File: src/rtl/julia_escape_time_pixel_macros.svh
// assertion macros shared by the julia escape-time pixel rtl
`ifndef JULIA_ESCAPE_TIME_PIXEL_MACROS_SVH
`define JULIA_ESCAPE_TIME_PIXEL_MACROS_SVH

// checked only while out of reset
`define JETP_ASSERT_RST(lbl, prop, msg) \
  lbl: assert property (@(posedge clk_i) disable iff (!rst_ni) prop) else $error(msg);

// checked at every edge, reset included
`define JETP_ASSERT_ALWAYS(lbl, prop, msg) \
  lbl: assert property (@(posedge clk_i) prop) else $error(msg);

`endif

File: src/rtl/jetp_fifo.sv
// small first-word-fall-through queue
`timescale 1ns / 1ps
`default_nettype none
`include "julia_escape_time_pixel_macros.svh"

module jetp_fifo #(
  parameter int unsigned Width = 32,
  parameter int unsigned Depth = 2
) (
  input  logic             clk_i,
  input  logic             rst_ni,
  input  logic             push_i,
  input  logic [Width-1:0] data_i,
  output logic             full_o,
  input  logic             pop_i,
  output logic [Width-1:0] data_o,
  output logic             empty_o
);

  localparam int unsigned PtrW = $clog2(Depth);
  localparam int unsigned CntW = $clog2(Depth + 1);

  logic [Width-1:0] mem_q [Depth];
  logic [PtrW-1:0]  wr_ptr_q, wr_ptr_d, rd_ptr_q, rd_ptr_d;
  logic [CntW-1:0]  cnt_q, cnt_d;
  logic             wr_en, rd_en;

  assign full_o  = (cnt_q == CntW'(Depth));
  assign empty_o = (cnt_q == '0);
  assign wr_en   = push_i && !full_o;
  assign rd_en   = pop_i && !empty_o;
  assign data_o  = mem_q[rd_ptr_q];

  always_comb begin
    wr_ptr_d = wr_ptr_q;
    rd_ptr_d = rd_ptr_q;
    cnt_d    = cnt_q;
    if (wr_en) begin
      wr_ptr_d = (wr_ptr_q == PtrW'(Depth - 1)) ? '0 : wr_ptr_q + PtrW'(1);
    end
    if (rd_en) begin
      rd_ptr_d = (rd_ptr_q == PtrW'(Depth - 1)) ? '0 : rd_ptr_q + PtrW'(1);
    end
    if (wr_en && !rd_en) begin
      cnt_d = cnt_q + CntW'(1);
    end else if (rd_en && !wr_en) begin
      cnt_d = cnt_q - CntW'(1);
    end
  end

  always_ff @(posedge clk_i or negedge rst_ni) begin
    if (!rst_ni) begin
      wr_ptr_q <= '0;
      rd_ptr_q <= '0;
      cnt_q    <= '0;
    end else begin
      wr_ptr_q <= wr_ptr_d;
      rd_ptr_q <= rd_ptr_d;
      cnt_q    <= cnt_d;
    end
  end

  always_ff @(posedge clk_i) begin
    if (wr_en) begin
      mem_q[wr_ptr_q] <= data_i;
    end
  end

  `JETP_ASSERT_ALWAYS(fifo_cnt_bound_a, cnt_q <= CntW'(Depth), "queue count above depth")
  `JETP_ASSERT_RST(fifo_fill_a, (wr_en && !rd_en) |=> cnt_q == $past(cnt_q) + CntW'(1), "queue count lost a write")

endmodule

`default_nettype wire

File: config.mk
export PLATFORM = sky130hd
export DESIGN_NAME = jetp_fifo
export DESIGN_NICKNAME = d
export VERILOG_FILES = /design/src/rtl/jetp_fifo.sv
export VERILOG_INCLUDE_DIRS = /design/src /design/src/rtl
export SDC_FILE = /design/constraint.sdc
export NUM_CORES = 1
export LEC_CHECK = 0
export BUFFER_PORTS_ARGS = -buffer_cell sky130_fd_sc_hd__buf_2
export CORE_MARGIN = 2
export CORE_UTILIZATION = 35
export CTS_CLUSTER_DIAMETER = 100
export DETAILED_ROUTE_END_ITERATION = 7
export PLACE_DENSITY = 0.61
export REMOVE_ABC_BUFFERS = 1
export SKIP_LAST_GASP = 1
export SLEW_MARGIN = 15
export SYNTH_ARGS = -nofsm -noshare
export SYNTH_HDL_FRONTEND = slang
export SYNTH_SLANG_ARGS = --single-unit
File: constraint.sdc
create_clock -name clk_i -period 3.4 [get_ports clk_i]
set_clock_uncertainty 0.1 [all_clocks]
set_input_delay 0.68 -clock clk_i [delete_from_list [all_inputs] [get_ports clk_i]]
set_output_delay 0.68 -clock clk_i [all_outputs]
set_load 0.1 [all_outputs]
==> metrics.yaml <==
drt:
  drt-wirelength-per-cell_um: 13.6
  firstDrtPassIters: 4
  ant_nets: 0
  detail_route.wirelength_um: 4090
  avgViaCountPerCell: 4.23
  drtIter0Drc: 41
  drc: 0
  route.vias.total: 1274
synth:
  yosysUniqueCellTypes: 15
  yosysWarnings: 0
  syn-cell-area_mm2: 0.00266
  ys_ff_latch: 68
  synth_cells: 119
  syn_area_per_cell_um2: 22.3
  seq_area_frac_synth_pct: 76.0
setup_path:
  worstPathCellList: "buf_12 -> mux2_2 -> buf_2"
  start_kind: "flop"
  cp-end-kind: "output pin"
  cp_slowest_cell: "dfrtp_2"
  worst_ep_arrival_time_ps: 1810
  crit_type: "flop to output pin"
  required_ps: 2620
  cp_slowest_stage_delay_ps: 570
  cp_max_fo: 24
die:
  core_mm2: 0.00729
  initial_core_util_pct: 36.5
  io_pins: 70
  dieHeight_um: 91.2
  die_area_mm2: 0.00831
  rows: 31
  dieWidth_um: 91.2
cts:
  cts_buffers: 9
  cts_root_buf: "clkbuf_8"
  cts_max_level: 3
  clock_latency_ps: 330
  cts_tree: "yes"
  clk_pin_slew_ps: 60
  cts.sinks: 68
  cts_buffer_depth: 2
  ctsResizeCount: 0
  cts_setup_buffers: 0
  holdBufCountCts: 0
cells_and_area:
  area_growth_pct: 23.2
  layout.nets: 235
  fill_cells: 678
  layout-drive-gt1-share_pct: 57.9
  multi_input_area_um2: 566
  regArea_mm2: 0.00202
  layout.cells.non_filler: 301
  antenna_cells: 0
global_route:
  grt_usage_pct: 10.3
  antenna_found_initial: 0
  grt_pass1_vias: 1274
  grt_first_pass_wirelength_um: 6230
  grt_max_degree: 33
  grt.overflow.total: 0
sta:
  setup_viol: 0
  slew-limit-headroom_pct: 58.3
  fin_crit_sh_pct: 76.2
  slew_viol_final: 0
  period_minus_slack_ps: 2590
  worst_pin_slew_ps: 624
  final_hold_viol_count: 0
  rsz0062_at_grt: "no"
  max_freq_mhz: 386
  finalWorstSetupSlack_ps: 808
  setup-tns-final_ps: 0
placement:
  place_congestion: 0.635
  portBuffers: 69
  placed_cells: 286
  dp_worst_setup_slack_ps: 1130
  dp_hpwl_um: 2660
flow_run:
  maxCapViolCount: 0
worst_hold_path:
  min_path_type: "input port to asynchronous set/reset pin"
outcome:
  status: "complete, no violations"
## cell usage after synthesis
library cell,number,area (µm²)
edfxtp_1,64,1920
nand2b_1,1,6.26
buf_6,1,11.3
and3_1,1,6.26
ha_1,1,12.5
nand2_1,1,3.75
inv_1,2,7.51
nor2_1,3,11.3
o21ai_1,1,5.00
dfrtp_1,4,100
mux2_4,29,435
xor2_1,2,17.5
buf_12,3,60.1
mux2_2,3,33.8
xnor2_1,3,26.3
## logic make-up (layout without fill, tap and decap cells)
kind of cell / after synthesis / in the layout / synth area share (%)
xor+xnor: 5 / 5 / 1.65
flops: 68 / 68 / 76.0
mux: 32 / 32 / 17.6
compound gates: 1 / 1 / 0.188
simple gates: 6 / 6 / 1.04
buf+inv: 6 / 89 / 2.96
fa+ha+maj: 1 / 1 / 0.471
## worst max-delay path, delay by kind of cell, from the launching register on
kind | cells | cell delay [ps]
buffers and inverters | 2 | 550
DFF | 1 | 570
muxes | 1 | 350
## state kept, by name, indices dropped and copies added (netlist names)
signal    count
wr_ptr_q      1
rd_ptr_q      1
mem_q        64
cnt_q         2
## placed cells by master, fill, tap and decap left out, drive strengths merged
cell | netlist | layout
buf | 4 | 72
edfxtp | 64 | 64
mux2 | 32 | 32
clkbuf | 0 | 12
dfrtp | 4 | 4
xnor2 | 3 | 3
nor2 | 3 | 3
inv | 2 | 2
xor2 | 2 | 2
clkinv | 0 | 2
nand2b | 1 | 1
nand2 | 1 | 1
o21ai | 1 | 1
and3 | 1 | 1
ha | 1 | 1
bufinv | 0 | 1
## cell type report
type,count,share of cell area [%]
clock buffer,12,4.13
tap,99,3.78
inverter,2,0.229
sequential,68,61.8
multi-input combinational,45,17.3
clock inverter,3,1.18
timing repair buffer,72,11.6
## stage by stage
| stage | hold slack, ps | utilization [%] | cell area, µm² |
|---|---|---|---|
| after global placement | 402 | 42.5 | 3100 |
| after detailed placement | 403 | 42.5 | 3100 |
| after CTS | 41.9 | 44.9 | 3270 |
| after global routing | 36.8 | 44.9 | 3270 |
| after floorplan | 284 | - | 2590 |
| final | 57.0 | 44.9 | 3270 |
## routing by layer
layer  up-vias  wire length (µm)  GRT usage, %
met5         -                 0             0
met4         0                93          6.06
met3         7               270          4.56
met1       610              1720          11.7
met2        43              2010          16.0
li1        614                 -             -
## final timing paths
kind	start	endpoint	slack [ps]	cells after the start
hold / removal	rst_ni	wr_ptr_q	60	1
min in group clk_i	cnt_q[1]	cnt_q[1]	440	1
max in group asynchronous	rst_ni	rd_ptr_q	2990	1
hold reg to reg	cnt_q[1]	cnt_q[1]	440	1
setup / recovery	rd_ptr_q	data_o[9]	810	3
setup reg to reg	cnt_q[0]	mem_q[0][14]	1390	4
Power is left out: the tool's default activity adds up to more than one toggle a clock period on the data nets, which glitch-free logic cannot reach.
