## config.mk

```make
export PLATFORM = sky130hd
export DESIGN_NAME = jetp_front
export DESIGN_NICKNAME = d
export VERILOG_FILES = /design/src/rtl/julia_escape_time_pixel_macros.svh /design/src/rtl/jetp_pkg.sv /design/src/rtl/jetp_front.sv
export SDC_FILE = /design/constraint.sdc
export NUM_CORES = 2
export LEC_CHECK = 0
export BUFFER_PORTS_ARGS = -buffer_cell sky130_fd_sc_hd__buf_2
export CORE_MARGIN = 1
export CORE_UTILIZATION = 35
export DETAILED_ROUTE_END_ITERATION = 6
export PLACE_DENSITY = 0.62
export RECOVER_POWER = 25
export SETUP_SLACK_MARGIN = 0.05
export SLEW_MARGIN = 20
export SYNTH_ARGS = -nofsm -noshare
export SYNTH_HDL_FRONTEND = slang
export SYNTH_SLANG_ARGS = --single-unit
```

## constraint.sdc

```tcl
create_clock -name clk_i -period 13 [get_ports clk_i]
set_input_delay 1.95 -clock clk_i [delete_from_list [all_inputs] [get_ports clk_i]]
set_output_delay 1.95 -clock clk_i [all_outputs]
set_load 0.02 [all_outputs]
```

## src/rtl/julia_escape_time_pixel_macros.svh

```systemverilog
// assertion macros shared by the julia escape-time pixel rtl
`ifndef JULIA_ESCAPE_TIME_PIXEL_MACROS_SVH
`define JULIA_ESCAPE_TIME_PIXEL_MACROS_SVH

// checked only while out of reset
`define JETP_ASSERT_RST(lbl, prop, msg) \
  lbl: assert property (@(posedge clk_i) disable iff (!rst_ni) prop) else $error(msg);

// checked at every edge, reset included
`define JETP_ASSERT_ALWAYS(lbl, prop, msg) \
  lbl: assert property (@(posedge clk_i) prop) else $error(msg);

`endif

```

## src/rtl/jetp_pkg.sv

```systemverilog
// shared types, constants and helpers of the julia escape-time pixel block
`timescale 1ns / 1ps
`default_nettype none

package jetp_pkg;

  localparam int unsigned DataW    = 32;
  localparam int unsigned FracBits = 26;
  localparam int unsigned IndexW   = 12;
  localparam int unsigned CountW   = 10;
  localparam int unsigned WideW    = 48;   // headroom for every exact sum before saturation

  localparam int unsigned MaxIterations = 1000;
  localparam int unsigned MaxResolution = 4096;

  // index reduction by reciprocal multiply, one correction step
  localparam int unsigned RecipShift = 24;
  localparam int unsigned ResRecip   = (1 << RecipShift) / MaxResolution;
  localparam int unsigned ResW       = 17;  // holds the resolution itself

  localparam logic signed [DataW+1:0] EscapeLimit = (DataW+2)'(4 * (1 << FracBits));

  localparam int unsigned RegIdxW = 3;

  typedef enum logic [RegIdxW-1:0] {
    RegCReal  = 3'd0,
    RegCImag  = 3'd1,
    RegXStart = 3'd2,
    RegYStart = 3'd3,
    RegStepX  = 3'd4,
    RegStepY  = 3'd5
  } jetp_reg_e;

  localparam logic signed [DataW-1:0] CRealRst  = 32'sd19126353;
  localparam logic signed [DataW-1:0] CImagRst  = 32'sd671089;
  localparam logic signed [DataW-1:0] XStartRst = -32'sd134217728;
  localparam logic signed [DataW-1:0] YStartRst = -32'sd134217728;
  localparam logic signed [DataW-1:0] StepXRst  = 32'sd419430;
  localparam logic signed [DataW-1:0] StepYRst  = 32'sd559241;

  typedef struct packed {
    logic signed [DataW-1:0] c_real;
    logic signed [DataW-1:0] c_imag;
    logic signed [DataW-1:0] x_start;
    logic signed [DataW-1:0] y_start;
    logic signed [DataW-1:0] step_x;
    logic signed [DataW-1:0] step_y;
  } cfg_t;

  // start point handed from front to back
  typedef struct packed {
    logic signed [DataW-1:0] a;
    logic signed [DataW-1:0] b;
  } point_t;

  // clamp a wide signed value to the 32-bit range
  function automatic logic signed [DataW-1:0] sat(input logic signed [WideW-1:0] v);
    logic [WideW-DataW:0] top;
    logic signed [DataW-1:0] res;
    top = v[WideW-1:DataW-1];
    if (top == '0 || top == '1) begin
      res = v[DataW-1:0];
    end else if (v[WideW-1]) begin
      res = {1'b1, {(DataW-1){1'b0}}};
    end else begin
      res = {1'b0, {(DataW-1){1'b1}}};
    end
    return res;
  endfunction

endpackage

`default_nettype wire

```

## src/rtl/jetp_front.sv

```systemverilog
// front end: index reduction and start point mapping, four stage pipeline
`timescale 1ns / 1ps
`default_nettype none

module jetp_front (
  input  logic                                clk_i,
  input  logic                                rst_ni,
  input  jetp_pkg::cfg_t                      cfg_i,
  input  logic                                valid_i,
  input  logic [jetp_pkg::IndexW-1:0]         column_i,
  input  logic [jetp_pkg::IndexW-1:0]         row_i,
  output logic                                stall_o,
  output logic                                valid_o,
  output jetp_pkg::point_t                    point_o,
  input  logic                                full_i
);

  localparam int unsigned IdxW  = jetp_pkg::IndexW;
  localparam int unsigned RprodW = IdxW + jetp_pkg::RecipShift;
  localparam int unsigned SubW  = IdxW + jetp_pkg::ResW;
  localparam int unsigned ProdW = IdxW + 1 + jetp_pkg::DataW;
  localparam int unsigned WideW = jetp_pkg::WideW;

  logic [3:0] vld_q;
  logic       adv;

  logic [IdxW-1:0]                 idx_in [2];
  logic signed [jetp_pkg::DataW-1:0] step [2];
  logic signed [jetp_pkg::DataW-1:0] start [2];

  // stage 1: index and quotient estimate
  logic [IdxW-1:0]   idx_q [2];
  logic [IdxW-1:0]   quo_q [2];
  logic [RprodW-1:0] rprod [2];
  // stage 2: reduced index
  logic [IdxW-1:0]   red_q [2];
  logic [SubW-1:0]   rem   [2];
  logic [jetp_pkg::ResW-1:0] rem_x [2];
  // stage 3: index times step
  logic signed [ProdW-1:0] prod_q [2];
  // stage 4: saturated start point
  logic signed [jetp_pkg::DataW-1:0] pt_q [2];

  assign idx_in[0] = column_i;
  assign idx_in[1] = row_i;
  assign step[0]   = cfg_i.step_x;
  assign step[1]   = cfg_i.step_y;
  assign start[0]  = cfg_i.x_start;
  assign start[1]  = cfg_i.y_start;

  // whole pipe moves together unless the last stage is blocked
  assign adv     = !(vld_q[3] && full_i);
  assign stall_o = !adv;
  assign valid_o = vld_q[3];
  assign point_o = '{a: pt_q[0], b: pt_q[1]};

  always_comb begin
    for (int i = 0; i < 2; i++) begin
      rprod[i] = RprodW'(idx_in[i]) * RprodW'(jetp_pkg::ResRecip);
      rem[i]   = SubW'(idx_q[i]) - SubW'(quo_q[i]) * SubW'(jetp_pkg::MaxResolution);
      rem_x[i] = jetp_pkg::ResW'(rem[i][IdxW-1:0]);
      if (rem_x[i] >= jetp_pkg::ResW'(jetp_pkg::MaxResolution)) begin
        rem_x[i] = rem_x[i] - jetp_pkg::ResW'(jetp_pkg::MaxResolution);
      end
    end
  end

  always_ff @(posedge clk_i or negedge rst_ni) begin
    if (!rst_ni) begin
      vld_q <= '0;
    end else if (adv) begin
      vld_q <= {vld_q[2:0], valid_i};
    end
  end

  always_ff @(posedge clk_i) begin
    if (adv) begin
      for (int i = 0; i < 2; i++) begin
        idx_q[i]  <= idx_in[i];
        quo_q[i]  <= rprod[i][RprodW-1:jetp_pkg::RecipShift];
        red_q[i]  <= IdxW'(rem_x[i]);
        prod_q[i] <= ProdW'($signed({1'b0, red_q[i]})) * ProdW'(step[i]);
        pt_q[i]   <= jetp_pkg::sat(WideW'(start[i]) + WideW'(prod_q[i]));
      end
    end
  end

endmodule

`default_nettype wire

```

==> flow_metrics.env <==
export IMPL_synth_xor_area_share_pct=3.76
export IMPL_setup_violations_final=0
export IMPL_multi_input_area_um2=28300
export IMPL_async_reset_ff_share_pct=1.94
export IMPL_hold_viol_final=0
export IMPL_die_y_um=334
export IMPL_grt_start_max_net_pins=66
export IMPL_cp_max_fo=12
export IMPL_critPathLaunchType="input pin"
export IMPL_ys_types=82
export IMPL_yosysSeqAreaShare_pct=16.0
export IMPL_die_x_um=334
export IMPL_cts_max_level=1
export IMPL_drt_pass1_iterations=6
export IMPL_dp_cells=5644
export IMPL_postPlaceCellArea_um2=40900
export IMPL_path_clk_slew_ps=60
export IMPL_stdcell_area_um2=41700
export IMPL_drc_errors=0
export IMPL_rsz0062_at_grt="no"
export IMPL_start_util_pct=35.3
export IMPL_critPathLaunch="cfg_i[9]"
export IMPL_fmax_mhz=123
export IMPL_io_buffers=221
export IMPL_grt_usage_pct=17.6
export IMPL_tightestPinTransition_ps=1800
export IMPL_via_per_inst=4.89
export IMPL_cts_hold_buf=0
export IMPL_period_share_pct=62.7
export IMPL_syn_num_nets=5356
export IMPL_fin_skew_ps=20.1
export IMPL_synth_top_family_by_area="adder cells"
export IMPL_endpoint="prod_q[0][84]"
export IMPL_min_from="idx_q[0][23]"
export IMPL_reg2reg_slack_ps=5830
export IMPL_first_iter_violations=1578
export IMPL_clockBufferDepth=3
export IMPL_final_common_cell="inv_1"
export IMPL_rr_endpoint="prod_q[0][84]"
export IMPL_synth_avg_cell_area_um2=9.23
export IMPL_utilization_pct=38.3
export IMPL_syn_to_final_growth_pct=8.49
export IMPL_ant_nets=0
export IMPL_root_buffer="clkbuf_16"
export IMPL_drive_gt1_share_pct=6.89
export IMPL_ios=286
export IMPL_gp_congestion=0.868
export IMPL_core_area_um2=109000
export IMPL_layout_common_cells="882 x inv_1, 678 x fa_1, 529 x nand2_1"
export IMPL_synth_cells=4170
export IMPL_synth_area_um2=38500
export IMPL_fillers=10900
export IMPL_fin_cells=5713
export IMPL_gr_total_overflow=0
export IMPL_wl_um=97000
export IMPL_synth_top_cell_area_share_pct=35.3
export IMPL_vias=27900
export IMPL_tns_ps=0
export IMPL_wire_per_inst_um=17.0
export IMPL_ctsResizeCount=0
export IMPL_grt_first_pass_wirelength_um=157000
export IMPL_r2r_cells=21
export IMPL_synth_compound_area_share_pct=9.76
export IMPL_violations="capacitance limit, slew limit"
export IMPL_synthAdderAreaFrac_pct=44.6
export IMPL_clk_latency_ps=590
export IMPL_cts_tree="built"
export IMPL_cts_made_buffers=27
export IMPL_drv_slew=42
export IMPL_synth_edff_count=202
export IMPL_yosys_area_share_simple_pct=15.1
export IMPL_hp_class="reg2reg"
export IMPL_antenna_found_initial=30
export IMPL_crit_arrival_ps=8460
export IMPL_ys_ff_latch=206
export IMPL_core_rowCount=121
export IMPL_worstPathRequired_ps=13310
export IMPL_yosys_warnings=0
export IMPL_ys_top_cells_by_area="fa_1 35%, edfxtp_1 16%, ha_1 9.4%"
export IMPL_regToRegStartpoint="red_q[0][13]"
export IMPL_grt_pass1_vias=28700
export IMPL_register_area_um2=6170
export IMPL_synthMuxAreaShare_pct=0.166
export IMPL_synth_largest_area_cell="fa_1"
export IMPL_end_kind="flip-flop"
export IMPL_nets=5446
export IMPL_period_needed_ps=8150
export IMPL_status="complete, but fails checks"
export IMPL_dp_hpwl_um=77700
export IMPL_postCtsSetupBuffers=0
export IMPL_slew_headroom_pct=-20.5
export IMPL_dieArea_um2=111000
export IMPL_maxCapViolations=1
export IMPL_synth_ff_type="edfxtp_1"
export IMPL_cts_sinks=206
export IMPL_critPathKind="in2reg"
==> cell usage after synthesis, drive strengths merged (31+ instances only) <==
cell and number:
xor2 51, nand4 31, nand2 529, o21ai 85, ha 288, xnor2 114, a21o 80, o21a 52
a21oi 193, and2 356, nor2 108, nand3 35, fa 678, clkbuf 173, inv 882, edfxtp 202
==> through the flow <==
step | setup WS (ps) | hold slack, ps
floorplan | 3870 | 400
global placement | 4270 | 401
detailed placement | 4280 | 405
CTS | 4880 | 416
global route | 4450 | 424
finish | 4850 | 416
==> critical path, cell delays in order <==
cell	delay, ps
buf_2	200
and2_1	220
fa_1	530
inv_1	50
fa_1	470
inv_1	50
fa_1	480
fa_1	540
inv_1	50
fa_1	480
inv_1	50
ha_1	350
a21o_1	210
o41ai_1	640
o22ai_1	260
o2111ai_1	310
a31oi_1	200
o31ai_1	520
o21bai_1	220
mux2i_1	160
a2111oi_0	530
==> worst min-delay path by stage <==
| stage | endpoint | depth (start not counted) |
|---|---|---|
| finish | red_q[0][23] | 0 |
| global placement | red_q[0][15] | 0 |
| detailed placement | red_q[0][23] | 0 |
| CTS | red_q[0][17] | 0 |
| floorplan | red_q[0][0] | 0 |
| global route | red_q[0][21] | 0 |
==> metal layers <==
layer	vias up	track usage, %	wire [µm]
li1	13200	-	-
met1	13900	25.7	46600
met5	-	0	92
met3	124	3.08	6250
met4	14	5.28	2280
met2	739	26.6	41700
==> state kept, by name (all words and copies together) (netlist names) <==
name,flops
vld_q,4
pt_q,64
red_q,24
idx_q,24
prod_q,90
==> cell type report <==
| cell class | instances | share of cell area (%) |
|---|---|---|
| multi-input cells | 2893 | 67.7 |
| flip-flops and latches | 206 | 14.8 |
| inverters | 882 | 7.93 |
| well taps | 1414 | 4.24 |
| repair buffers | 250 | 3.10 |
| clock buffers | 29 | 1.64 |
| clock inverters | 21 | 0.477 |
| diodes | 18 | 0.108 |
==> cells by family after synthesis <==
logic type      after synthesis
fa+ha+maj                   966
xor+xnor                    165
flops                       206
mux                           6
buf+inv                    1071
simple gates               1186
compound gates              570
Power is not shown: default switching activity piles up to over one toggle a cycle in this logic, so the estimate is an artifact.
